$ cat src/sv/cov_rec_pkg.sv
`default_nettype none

package cov_rec_pkg;

  localparam int MAP_ENTRIES_DEF = 65536;
  localparam int MAX_ENTRIES_DEF = 512;

  localparam logic [3:0] CMD_XOR     = 4'd0;
  localparam logic [3:0] CMD_PUSH    = 4'd1;
  localparam logic [3:0] CMD_INC     = 4'd2;
  localparam logic [3:0] CMD_SET     = 4'd3;
  localparam logic [3:0] CMD_MAX     = 4'd4;
  localparam logic [3:0] CMD_MIN     = 4'd5;
  localparam logic [3:0] CMD_RESTART = 4'd6;
  localparam logic [3:0] CMD_RD_CNT  = 4'd7;
  localparam logic [3:0] CMD_RD_MAX  = 4'd8;

  localparam logic [63:0] ALL_ONES = 64'hffff_ffff_ffff_ffff;

  typedef struct packed {
    logic [3:0]  cmd;
    logic [31:0] addr;
    logic [63:0] value;
  } in_word_t;

  typedef struct packed {
    logic [15:0] state_now;
    logic [63:0] read_data;
    logic        updated;
  } out_word_t;

  typedef struct packed {
    logic hit_we;
    logic max_we;
    logic updated;
  } wr_ctl_t;

endpackage

`default_nettype wire

$ cat src/sv/cov_rec_update.sv
`default_nettype none

module cov_rec_update #(
  parameter int MAP_AW = 16
) (
  input  logic [3:0]          cmd,
  input  logic [63:0]         value,
  input  logic [MAP_AW-1:0]   ps,
  input  logic [31:0]         hist,
  input  logic [7:0]          hit_rd,
  input  logic [63:0]         max_rd,
  output logic [MAP_AW-1:0]   ps_nxt,
  output logic [31:0]         hist_nxt,
  output logic [7:0]          hit_wdata,
  output logic [63:0]         max_wdata,
  output logic [63:0]         read_data,
  output cov_rec_pkg::wr_ctl_t ctl
);

  logic [31:0] hist_push;
  logic [63:0] operand;
  logic        larger;

  assign hist_push = {hist[23:0], value[7:0]};
  // A min update is a max update on the complemented operand.
  assign operand   = (cmd == cov_rec_pkg::CMD_MIN) ? (cov_rec_pkg::ALL_ONES - value) : value;
  assign larger    = max_rd < operand;
  assign max_wdata = operand;

  always_comb begin
    ps_nxt    = ps;
    hist_nxt  = hist;
    hit_wdata = hit_rd;
    read_data = 64'd0;
    ctl       = '0;
    case (cmd)
      cov_rec_pkg::CMD_XOR: begin
        ps_nxt = ps ^ value[MAP_AW-1:0];
      end
      cov_rec_pkg::CMD_PUSH: begin
        ps_nxt   = ps ^ hist[MAP_AW-1:0] ^ hist_push[MAP_AW-1:0];
        hist_nxt = hist_push;
      end
      cov_rec_pkg::CMD_INC: begin
        hit_wdata  = hit_rd + 8'd1;
        ctl.hit_we = 1'b1;
      end
      cov_rec_pkg::CMD_SET: begin
        hit_wdata  = hit_rd | 8'd1;
        ctl.hit_we = 1'b1;
      end
      cov_rec_pkg::CMD_MAX, cov_rec_pkg::CMD_MIN: begin
        ctl.max_we  = larger;
        ctl.updated = larger;
      end
      cov_rec_pkg::CMD_RESTART: begin
        ps_nxt     = '0;
        hist_nxt   = 32'd0;
        hit_wdata  = 8'd1;
        ctl.hit_we = 1'b1;
      end
      cov_rec_pkg::CMD_RD_CNT: begin
        read_data = {56'd0, hit_rd};
      end
      cov_rec_pkg::CMD_RD_MAX: begin
        read_data = max_rd;
      end
      default: begin
      end
    endcase
  end

endmodule

`default_nettype wire

$ cat config.mk
export PLATFORM = sky130hd
export DESIGN_NAME = cov_rec_update
export DESIGN_NICKNAME = d
export VERILOG_FILES = /design/src/sv/cov_rec_pkg.sv /design/src/sv/cov_rec_update.sv
export SDC_FILE = /design/constraint.sdc
export NUM_CORES = 1
export LEC_CHECK = 0
export ABC_AREA = 0
export BUFFER_PORTS_ARGS = -buffer_cell sky130_fd_sc_hd__clkbuf_2
export CAP_MARGIN = 40
export CORE_AREA = 2 2 145 147
export DETAILED_ROUTE_END_ITERATION = 7
export DIE_AREA = 0 0 147 149
export PLACE_DENSITY_LB_ADDON = 0.05
export SYNTH_ARGS = -nofsm -noshare
export SYNTH_HDL_FRONTEND = slang
export SYNTH_SLANG_ARGS = --single-unit
$ cat constraint.sdc
create_clock -name vclk -period 6.9
set_input_delay 2.07 -clock vclk [all_inputs]
set_output_delay 2.07 -clock vclk [all_outputs]
set_load 0.01 [all_outputs]
* Word-level counts from Yosys, hierarchy flattened
Index checks and enable logic that the tools add are counted.
** Operators by class
- Add/subtract/negate cells :: 2
- Order comparisons :: 1
- Equal/unequal tests :: 8
- Multiplexer cells :: 7
- Bitwise operators :: 3
- Reductions and logical operators :: 3
** Operator list (number)
- 64-bit one-hot mux with 2 select lines :: 1
- 64-bit less-than comparator :: 1
- 64-bit two-way mux :: 1
- 32-bit one-hot mux with 2 select lines :: 1
- 64-bit subtractor, first input constant :: 1
- 16-bit one-hot mux with 3 select lines :: 1
- 16-bit bitwise XOR :: 3
- 8-bit one-hot mux with 3 select lines :: 1
- 4-bit by 3-bit == test with 1-bit output, second input constant :: 4
- 8-bit by 1-bit adder with 8-bit output, second input constant :: 1
- 4-bit by 2-bit == test with 1-bit output, second input constant :: 2
- 4-bit by 1-bit == test with 1-bit output, second input constant :: 1
- 4-bit == test, second input constant :: 1
- 4-bit logical NOT :: 1
- 3-bit OR reduction :: 1
- 2-bit two-way mux :: 1
- 2-bit OR reduction :: 1
- 1-bit two-way mux :: 1
** Storage, ports and cells
- Register bits :: 0
- Input bits :: 188
- Output and inout bits :: 187
- Logic and storage cells :: 24

* Logic depth before layout (Yosys ltp)
Gate-level depths: netlist of run 1.
- Word-level depth :: 4
- Mapped depth :: 13
- Depth with buffers taken out :: 9

* Worst setup path after synthesis of run 1
No wires, ideal clock.
- Kind :: in2out
- Start :: input port cmd[1]
- End :: output port ctl[1] (netlist name)
- Arrival time :: 5.044 ns
- Required time :: 4.830 ns
- Slack :: -0.214 ns
- Stages on the path :: 13
- Path buffers :: 4
- Cell sequence :: buf_2 and4bb_1 buf_2 buf_2 xor2_1 inv_1 ha_1 a21oi_1 o21ai_0 a2111oi_0 a211oi_1 nor4_1 buf_4
** RTL lines
- from (decl) :: RTL line cov_rec_update.sv:6 : input logic [3:0] cmd,
- to (decl) :: RTL line cov_rec_update.sv:17 : output cov_rec_pkg::wr_ctl_t ctl

==> summary.md, run 1 <==
| Metric | Value |
|---|---|
| Status | complete, no violations |
| Placed insts | 1287 |
| Post-Syn Instances | 612 |
| Grt ovf | 0 |
| Worst vdd ir | 0.00002762 V |
| Min-delay worst type | input port to output pin |
| Total power | 0.5010 mW |
| Fin cells | 1321 |
| Drt drc | 0 |
| Worst Setup Start Kind | input port |
| Fmax | 145.8 MHz |
| Crit path buf inv count | 8 |
| Layout fillers | 2287 |
| Critical path endpoint category | output pin |
| Final wirelength | 20420 µm |
| DIE HEIGHT | 149 µm |
| Largest net degree at the start of global routing | 61 |
| Fin. Hold Viols | 0 |
| Synth Net Count | 864 |
| FF+latch count | 0 |
| Final setup fails | 0 |
| First-pass GRT wire length | 30390 µm |
| Wire per inst | 15.45 µm |
| CORE AREA | 20560 µm² |
| Max cap viols | 0 |
| Leakage power total | 4.037 nW |
| DR vias | 5810 |
| Leading area contributor after synthesis | ha_1 |
| Syn Area/Cell | 6.806 µm² |
| Worst slack, placed | -0.2283 ns |
| Post-DP HPWL | 17120 µm |
| Die area | 21900 µm² |
| Die Width | 147 µm |
| PortBufs | 375 |
| Pins Over Slew Limit | 0 |
| GRT Util Overall | 17.27% |
| Crit path top cell by count | buf_12 |
| Critical Path, Cell by Cell | buf_6 -> and4bb_4 -> buf_12 -> buf_4 -> buf_12 -> buf_12 -> xor2_4 -> inv_2 -> ha_4 -> nand4_1 -> nor4_2 -> buf_4 -> a22o_1 -> o311a_1 -> nor4_4 -> buf_2 |
| Final period util | 99.39% |
| Critical Path RT | 4.83 ns |
| DRT Pass-1 Iters | 4 |
| Worst Tran Pin Value | 0.7586 ns |
| Layout cells sized above 1 | 52.39% |
| Worst setup margin | 0.04240 ns |
| Io pins | 375 |
| Area of the multi-input gates | 4193 µm² |
| Top post-synthesis cells by area | ha_1 (19%), a22o_1 (8.6%), and2_1 (8.6%), xnor2_1 (8.4%), xor2_1 (8.2%) |
| Slew margin rel. | 49.43% |
| Vias in the first global route | 5511 |
| DRT antenna net count | 0 |
| Register area | 0 µm² |
| Starting Density | 20.26% |
| Largest delay contributor family on the critical path | buffers and inverters |
| Hold_sp | value[33] |
| Top cell type's share of synthesized area | 19.22% |
| Register area share after synthesis | 0% |
| Rows | 53 |
| N_diodes | 0 |
| Nets | 1300 |
| Critical path peak fanout | 6 |
| Initial DRC count | 155 |
| Drt via density | 4.398 |
| Yosys cell types | 49 |
| Hold EP | max_wdata[33] |
| Worst Path Arrival | 4.79 ns |
| Final min period | 6.858 ns |
| WHS Path Cells | 3 |
| P&R area growth vs syn | 81.17% |
| YS warnings | 0 |
| RSZ-0062 raised after global routing | yes |
| Most instantiated cells after synthesis | inv_1 (67), ha_1 (64), and2_1 (57), a21oi_1 (51), nand2_1 (50) |
| Utilization after layout | 36.71% |
| Initial antenna violation count | 0 |
| GP Congestion | 0.7716 |
| Power Dens Cells | 66.39 nW/µm² |
| Cell with the most instances after synthesis | inv_1 |
| CP peak stage delay | 0.37 ns |
| # clk buffers | 0 |
| Area of the mapped netlist | 4165 µm² |
| Slowest-stage cell, CP | o311a_1 |
| Critical path class | input port to output pin |
-- tightest hold or removal path, stage by stage --
cell	delay, ns
clkbuf_2	0.08
xor2_1	0.07
clkbuf_2	0.13
-- cells by family (layout without fill, tap and decap cells) --
group	after synthesis	count (layout)	share of synthesized area, %
xor gates and xnor gates	79	79	16.61
and+or+nand+nor	189	189	25.41
adders and majority gates	64	64	19.23
muxes	1	1	0.2403
AOI/OAI and AO/OA	176	176	27.52
buffers and inverters	103	537	10.99
-- metrics by stage --
step                hold WS [ns]  instance area, µm²  setup TNS (ns)
global placement           4.423                6725         -0.4170
CTS                        4.421                7159               0
detailed placement         4.420                6725         -0.4564
finish                     4.416                7546               0
floorplan                  4.211                4193               0
global route               4.437                7546         -0.1265
-- layer usage --
metal / share of wire (%) / wire length [µm] / GRT usage, %
met1: 42 / 8609 / 21.35
met2: 52 / 10520 / 33.43
met3: 5.7 / 1164 / 2.324
met4: 0.62 / 127 / 0.7212
met5: 0 / 0 / 0
-- how the worst max path moves through the flow --
stage | startpoint | end | slack (ns) | cells after the start
after global placement | cmd[1] | ctl[0] | -0.21 | 17
after global routing | cmd[1] | ctl[1] | -0.06 | 15
after CTS | cmd[3] | ctl[1] | 0.0004 | 17
final | cmd[1] | ctl[1] | 0.04 | 16
after floorplan | cmd[1] | ctl[1] | 0.03 | 13
after detailed placement | cmd[1] | ctl[1] | -0.23 | 17
-- layout by cell type (no fill, tap or decap), types with 5 or more instances in the layout --
cell type,count
clkbuf_2,372
buf_4,79
inv_1,60
and2_1,57
ha_1,54
nand2_1,49
a21oi_1,46
a22o_1,41
xnor2_1,38
o21ai_0,20
xor2_2,20
o21ai_1,19
xor2_1,17
nand4_1,13
nor2_1,12
nor3_1,11
o211ai_1,11
ha_4,10
or2_2,9
nand3_1,9
a31oi_1,8
buf_12,8
inv_2,7
and4_1,7
a211oi_2,5
-- where the power goes --
group | switching, mW | total, mW | internal [mW]
registers | 0 | 0 | 0
logic | 0.263 | 0.501 | 0.238
clock network | 0 | 0 | 0
total | 0.263 | 0.501 | 0.238
-- area by class of cell --
type | instances | area share [%]
Timing Repair Buffer | 470 | 36.54
Multi-Input combinational cell | 509 | 55.56
Inverter | 67 | 3.333
Tap cell | 275 | 4.560
-- timing repair --
action / 4_1_cts / 5_1_grt
buffers inserted: 18 / 19
hold buffers: 0 / 0
endpoints found under the setup margin: 2 / 2
endpoints found under the hold margin: 0 / 0
resized for setup: 39 / 56
gates cloned: 2 / 0
pin swaps: 15 / 30
Power figures use the tool's default switching activity.
==> run 2, diff against run 1 <==
--- a/config.mk
+++ b/config.mk
@@ -12,6 +12,7 @@
 export DETAILED_ROUTE_END_ITERATION = 7
 export DIE_AREA = 0 0 147 149
 export PLACE_DENSITY_LB_ADDON = 0.05
+export RECOVER_POWER = 25
 export SYNTH_ARGS = -nofsm -noshare
 export SYNTH_HDL_FRONTEND = slang
 export SYNTH_SLANG_ARGS = --single-unit
==> run 2 against run 1 <==
Clock-buffer cell count unchanged; non-clock buffer count is the same; combinational power about the same; worst setup slack hardly changed; die area is the same; cell area barely moved; routed wire length barely moved; highest routed layer unchanged.
==> summary.md, run 2 (synthesized netlist as in run 1, its figures left out) <==
| Metric | Value |
|---|---|
| Post-CTS Hold Buffers | 0 (unchanged) |
| WHS Path Cells | 3 (unchanged) |
| Utilization after layout | 36.67% (was 36.71%) |
| Grt ovf | 0 (unchanged) |
| Initial DRC count | 153 (was 155) |
| Nets | 1300 (unchanged) |
| Vias in the first global route | 5511 (unchanged) |
| Layout cells sized above 1 | 51.82% (was 52.39%) |
| Pins Over Slew Limit | 0 (unchanged) |
| Most frequent cells in the layout | clkbuf_2 (366), buf_4 (79), inv_1 (60) (was clkbuf_2 (372), buf_4 (79), inv_1 (60)) |
| Drt drc | 0 (unchanged) |
| Worst Path Arrival | 4.79 ns (about the same) |
| Die area | 21900 µm² (unchanged) |
| DRT antenna net count | 0 (unchanged) |
| Worst Tran Pin Value | 0.7569 ns (was 0.7586 ns) |
| Worst vdd ir | 0.00002729 V (was 0.00002762 V) |
| Hold_sp | value[33] (unchanged) |
| Min-delay worst type | input port to output pin (unchanged) |
| Initial antenna violation count | 0 (unchanged) |
| Drt via density | 4.394 (was 4.398) |
| P&R area growth vs syn | 80.99% (was 81.17%) |
| CORE AREA | 20560 µm² (unchanged) |
| RSZ-0062 raised after global routing | yes (unchanged) |
| Psw | 0.2628 mW (was 0.2627 mW) |
| Rows | 53 (unchanged) |
| DRT Pass-1 Iters | 5 (was 4) |
| Post-DP HPWL | 17120 µm (unchanged) |
| Hold EP | max_wdata[33] (unchanged) |
| DIE HEIGHT | 149 µm (unchanged) |
| FF+latch count | 0 (unchanged) |
| # clk buffers | 0 (unchanged) |
| Critical path peak fanout | 6 (unchanged) |
| Fin. Hold Viols | 0 (unchanged) |
| Part of the power in registers | 0% (about the same) |
| Net Sw Frac | 52.52% (was 52.44%) |
| Die Width | 147 µm (unchanged) |
| Wire per inst | 15.46 µm (was 15.45 µm) |
| Comb pwr share | 100.0% (about the same) |
| Placed insts | 1287 (unchanged) |
| Io pins | 375 (unchanged) |
| Max cap viols | 0 (unchanged) |
| Most common cell after layout, fill and taps aside | clkbuf_2 (unchanged) |
| Clock power frac | 0% (about the same) |
| PortBufs | 375 (unchanged) |
| Critical path endpoint category | output pin (unchanged) |
| Fin cells | 1321 (unchanged) |
| Final wirelength | 20420 µm (about the same) |
| Slew margin rel. | 49.54% (was 49.43%) |
| Register area | 0 µm² (unchanged) |
| Fmax | 145.8 MHz (about the same) |
| DR vias | 5805 (was 5810) |
| Largest net degree at the start of global routing | 61 (unchanged) |
| Layout fillers | 2285 (was 2287) |
| Critical path class | input port to output pin (unchanged) |
| Final setup fails | 0 (unchanged) |
| N_diodes | 0 (unchanged) |
| Int Pwr | 0.2376 mW (was 0.2383 mW) |
| Starting Density | 20.26% (unchanged) |
| Final min period | 6.858 ns (about the same) |
| Setup TNS | 0 ns (unchanged) |
| Power Dens Cells | 66.39 nW/µm² (about the same) |
| GP Congestion | 0.7716 (unchanged) |
| Status | complete, no violations (unchanged) |
| Worst Setup Start Kind | input port (unchanged) |
| Critical Path RT | 4.83 ns (about the same) |
| Leakage power total | 4.019 nW (was 4.037 nW) |
| Final period util | 99.39% (about the same) |
| CP startpoint | cmd[1] (unchanged) |
| First-pass GRT wire length | 30390 µm (unchanged) |
| GRT Util Overall | 17.27% (unchanged) |
run 2: what timing repair did:
item                                   CTS  global route
setup endpoints to repair                2             2
gates resized for setup                 39            56
endpoints found under the hold margin    0             0
pin swaps                               15            30
setup buffers                           18            19
gates cloned                             2             0
run 2: worst max-delay path, cell delays in order:
cell      delay (ns)
buf_6           0.09
and4bb_4        0.35
buf_12          0.15
buf_4           0.12
buf_12          0.09
buf_12          0.10
xor2_4          0.16
inv_2           0.06
ha_4            0.21
nand4_1         0.14
nor4_2          0.06
buf_4           0.14
a22o_1          0.20
o311a_1         0.37
nor4_4          0.27
buf_2           0.20
run 2: worst max path at each step:
stage,endpoint,slack [ns],cells after the start
floorplan,ctl[1],0.03,13
CTS,ctl[1],0.0004,17
finish,ctl[1],0.04,16
global placement,ctl[0],-0.21,17
global route,ctl[1],-0.06,15
detailed placement,ctl[1],-0.23,17
run 2: layer usage:
layer  wire, µm  up-vias  global-route usage [%]  share of wire (%)
li1           -     3021                       -                  -
met1       8646     2588                   21.35                 42
met2      10510      190                   33.43                 51
met3       1139        6                   2.324                5.6
met4        127        0                  0.7212               0.62
met5          0        -                       0                  0
run 2: final cells by class:
type,count,area [µm²],area share (%)
inverters,67,251.5,3.336
multi-input cells,509,4193,55.62
repair buffers,470,2750,36.48
well taps,275,344.1,4.564
run 2: power groups by stage:
stage | logic [mW] | clock network, mW | registers, mW
4_1_cts | 0.478 | 0 | 0
2_1_floorplan | 0.230 | 0 | 0
5_1_grt | 0.559 | 0 | 0
6_report | 0.500 | 0 | 0
3_5_place_dp | 0.454 | 0 | 0
3_3_place_gp | 0.456 | 0 | 0
run 2: metrics by stage:
| stage | setup slack [ns] | instance area (µm²) | power, mW | hold WS, ns |
|---|---|---|---|---|
| 2_1_floorplan | 0.03053 | 4193 | 0.2299 | 4.211 |
| 3_3_place_gp | -0.2088 | 6725 | 0.4563 | 4.423 |
| 3_5_place_dp | -0.2283 | 6725 | 0.4538 | 4.420 |
| 4_1_cts | 0.0003726 | 7159 | 0.4779 | 4.421 |
| 5_1_grt | -0.06429 | 7538 | 0.5588 | 4.439 |
| 6_report | 0.04219 | 7538 | 0.5005 | 4.416 |
==> run 3, diff against run 2 <==
--- a/config.mk
+++ b/config.mk
@@ -13,6 +13,7 @@
 export DIE_AREA = 0 0 147 149
 export PLACE_DENSITY_LB_ADDON = 0.05
 export RECOVER_POWER = 25
+export SETUP_SLACK_MARGIN = 0.1
 export SYNTH_ARGS = -nofsm -noshare
 export SYNTH_HDL_FRONTEND = slang
 export SYNTH_SLANG_ARGS = --single-unit
==> run 3 against run 2 <==
Worst setup slack better by 0.14 ns; combinational power decreased by 9.6%; global-route usage increased by 0.42 points; final cell count decreased by 3.9%; power is 9.7% lower; routed wire length up 1.3%; critical path type unchanged; critical endpoint unchanged; largest cell class unchanged.
==> summary.md, run 3 (synthesized netlist as in run 1, its figures left out) <==
| Metric | Value |
|---|---|
| Worst Path Arrival | 4.65 ns (was 4.79 ns) |
| Setup TNS | 0 ns (unchanged) |
| Power Dens Cells | 65.03 nW/µm² (was 66.39 nW/µm²) |
| Register area | 0 µm² (unchanged) |
| Worst slack, placed | 0.06295 ns (was -0.2283 ns) |
| Rows | 53 (unchanged) |
| Max cap viols | 0 (unchanged) |
| Fin. Hold Viols | 0 (unchanged) |
| DRT antenna net count | 0 (unchanged) |
| Most common cell after layout, fill and taps aside | clkbuf_2 (unchanged) |
| Slowest-stage cell, CP | and4bb_4 (was o311a_1) |
| Critical Path, Cell by Cell | clkbuf_2 -> and4bb_4 -> buf_16 -> buf_12 -> buf_6 -> xnor2_1 -> ha_1 -> nand4_1 -> nor4_2 -> a22o_1 -> o311a_1 -> nor4_4 -> buf_2 (was buf_6 -> and4bb_4 -> buf_12 -> buf_4 -> buf_12 -> buf_12 -> xor2_4 -> inv_2 -> ha_4 -> nand4_1 -> nor4_2 -> buf_4 -> a22o_1 -> o311a_1 -> nor4_4 -> buf_2) |
| Io pins | 375 (unchanged) |
| # clk buffers | 0 (unchanged) |
| Crit path buf inv count | 5 (was 8) |
| PortBufs | 375 (unchanged) |
| Fmax | 148.9 MHz (was 145.8 MHz) |
| Top Metal Used | met4 (unchanged) |
| Die area | 21900 µm² (unchanged) |
| Most frequent cells in the layout | clkbuf_2 (337), inv_1 (65), ha_1 (61) (was clkbuf_2 (366), buf_4 (79), inv_1 (60)) |
| Slew margin rel. | 51.94% (was 49.54%) |
| Post-DP HPWL | 17070 µm (was 17120 µm) |
| Hold_sp | value[53] (was value[33]) |
| N_diodes | 0 (unchanged) |
| DRT Pass-1 Iters | 6 (was 5) |
| Layout fillers | 2319 (was 2285) |
| Wire per inst | 16.29 µm (was 15.46 µm) |
| FF+latch count | 0 (unchanged) |
| GP Congestion | 0.7835 (was 0.7716) |
| Worst Tran Pin Value | 0.7209 ns (was 0.7569 ns) |
| Final min period | 6.716 ns (was 6.858 ns) |
| Critical path endpoint category | output pin (unchanged) |
| CP startpoint | cmd[1] (unchanged) |
| Largest delay contributor family on the critical path | simple AND/OR/NAND/NOR gates (was buffers and inverters) |
| Critical path class | input port to output pin (unchanged) |
| CORE AREA | 20560 µm² (unchanged) |
| Pins Over Slew Limit | 0 (unchanged) |
| DIE HEIGHT | 149 µm (unchanged) |
| Grt ovf | 0 (unchanged) |
| P&R area growth vs syn | 66.87% (was 80.99%) |
| Area of the multi-input gates | 4015 µm² (was 4193 µm²) |
| Drt via density | 4.531 (was 4.394) |
| CP peak stage delay | 0.42 ns (was 0.37 ns) |
| First-pass GRT wire length | 30910 µm (was 30390 µm) |
| Die Width | 147 µm (unchanged) |
| Nets | 1248 (was 1300) |
| Starting Density | 20.26% (unchanged) |
| Finished Cell Area | 6950 µm² (was 7538 µm²) |
| DR vias | 5750 (was 5805) |
| Initial antenna violation count | 0 (unchanged) |
| Layout cells sized above 1 | 44.27% (was 51.82%) |
| Met3 WL | 1293 µm (was 1139 µm) |
| Worst vdd ir | 0.00002048 V (was 0.00002729 V) |
| GRT Util Overall | 17.69% (was 17.27%) |
| Final setup fails | 0 (unchanged) |
| Largest net degree at the start of global routing | 61 (unchanged) |
| Final wirelength | 20680 µm (was 20420 µm) |
| RSZ-0062 raised after global routing | yes (unchanged) |
| Critical Path RT | 4.83 ns (about the same) |
| Status | complete, no violations (unchanged) |
| Met1 WL | 9078 µm (was 8646 µm) |
| Critical path peak fanout | 5 (was 6) |
| Min-delay worst type | input port to output pin (unchanged) |
| Worst Setup Start Kind | input port (unchanged) |
| Final period util | 97.34% (was 99.39%) |
| Worst setup margin | 0.1838 ns (was 0.04219 ns) |
| Met2 wire len | 10190 µm (was 10510 µm) |
| Drt drc | 0 (unchanged) |
| Initial DRC count | 160 (was 153) |
| Leakage power total | 3.660 nW (was 4.019 nW) |
| Placed inst area | 6462 µm² (was 6725 µm²) |
| Vias in the first global route | 5487 (was 5511) |
| Total power | 0.4520 mW (was 0.5005 mW) |
[run 3: changes by cell type in the layout (fill, tap and decap cells not counted), moves of 5 or more]
cell	previous run	this run
buf_4	79	29
clkbuf_1	6	37
clkbuf_2	366	337
ha_1	54	61
ha_4	10	3
inv_1	60	65
inv_2	7	2
[run 3: repair_timing]
action                                  CTS  global route
hold buffers                              0             0
endpoints found under the setup margin    2             2
gates resized for setup                  27            14
pin swaps                                15            11
cloned                                    3             0
buffers inserted                         16             6
[run 3: layout make-up]
type                       count  area share [%]
multi-input combinational    509           57.77
timing repair buffer         418           33.66
tap                          275           4.950
inverter                      67           3.618
[run 3: final timing paths]
kind | to | slack, ns | cells past startpoint
min | max_wdata[53] | 4.42 | 3
max | ctl[1] | 0.18 | 13
[run 3: tightest hold or removal path, delay by kind of cell]
family	cells	cell delay, ns
xor+xnor	1	0.07
buf+inv	2	0.21
[run 3: power breakdown]
group / internal (mW) / switching [mW]
Combinational: 0.201 / 0.251
Clock: 0 / 0
Sequential: 0 / 0
[run 3: stage by stage]
step | hold slack (ns) | std cells | util, %
after floorplan | 4.211 | 612 | -
after global placement | 4.422 | 1244 | 31.44
after detailed placement | 4.420 | 1244 | 31.44
after CTS | 4.422 | 1263 | 33.44
after global routing | 4.443 | 1269 | 33.81
final | 4.422 | 1269 | 33.81
[run 3: per-layer routing]
metal  GRT usage (%)  vias up
met1           23.28     2605
met5               0        -
met2           32.96      224
met4          0.3846        0
li1                -     2915
met3           1.957        6
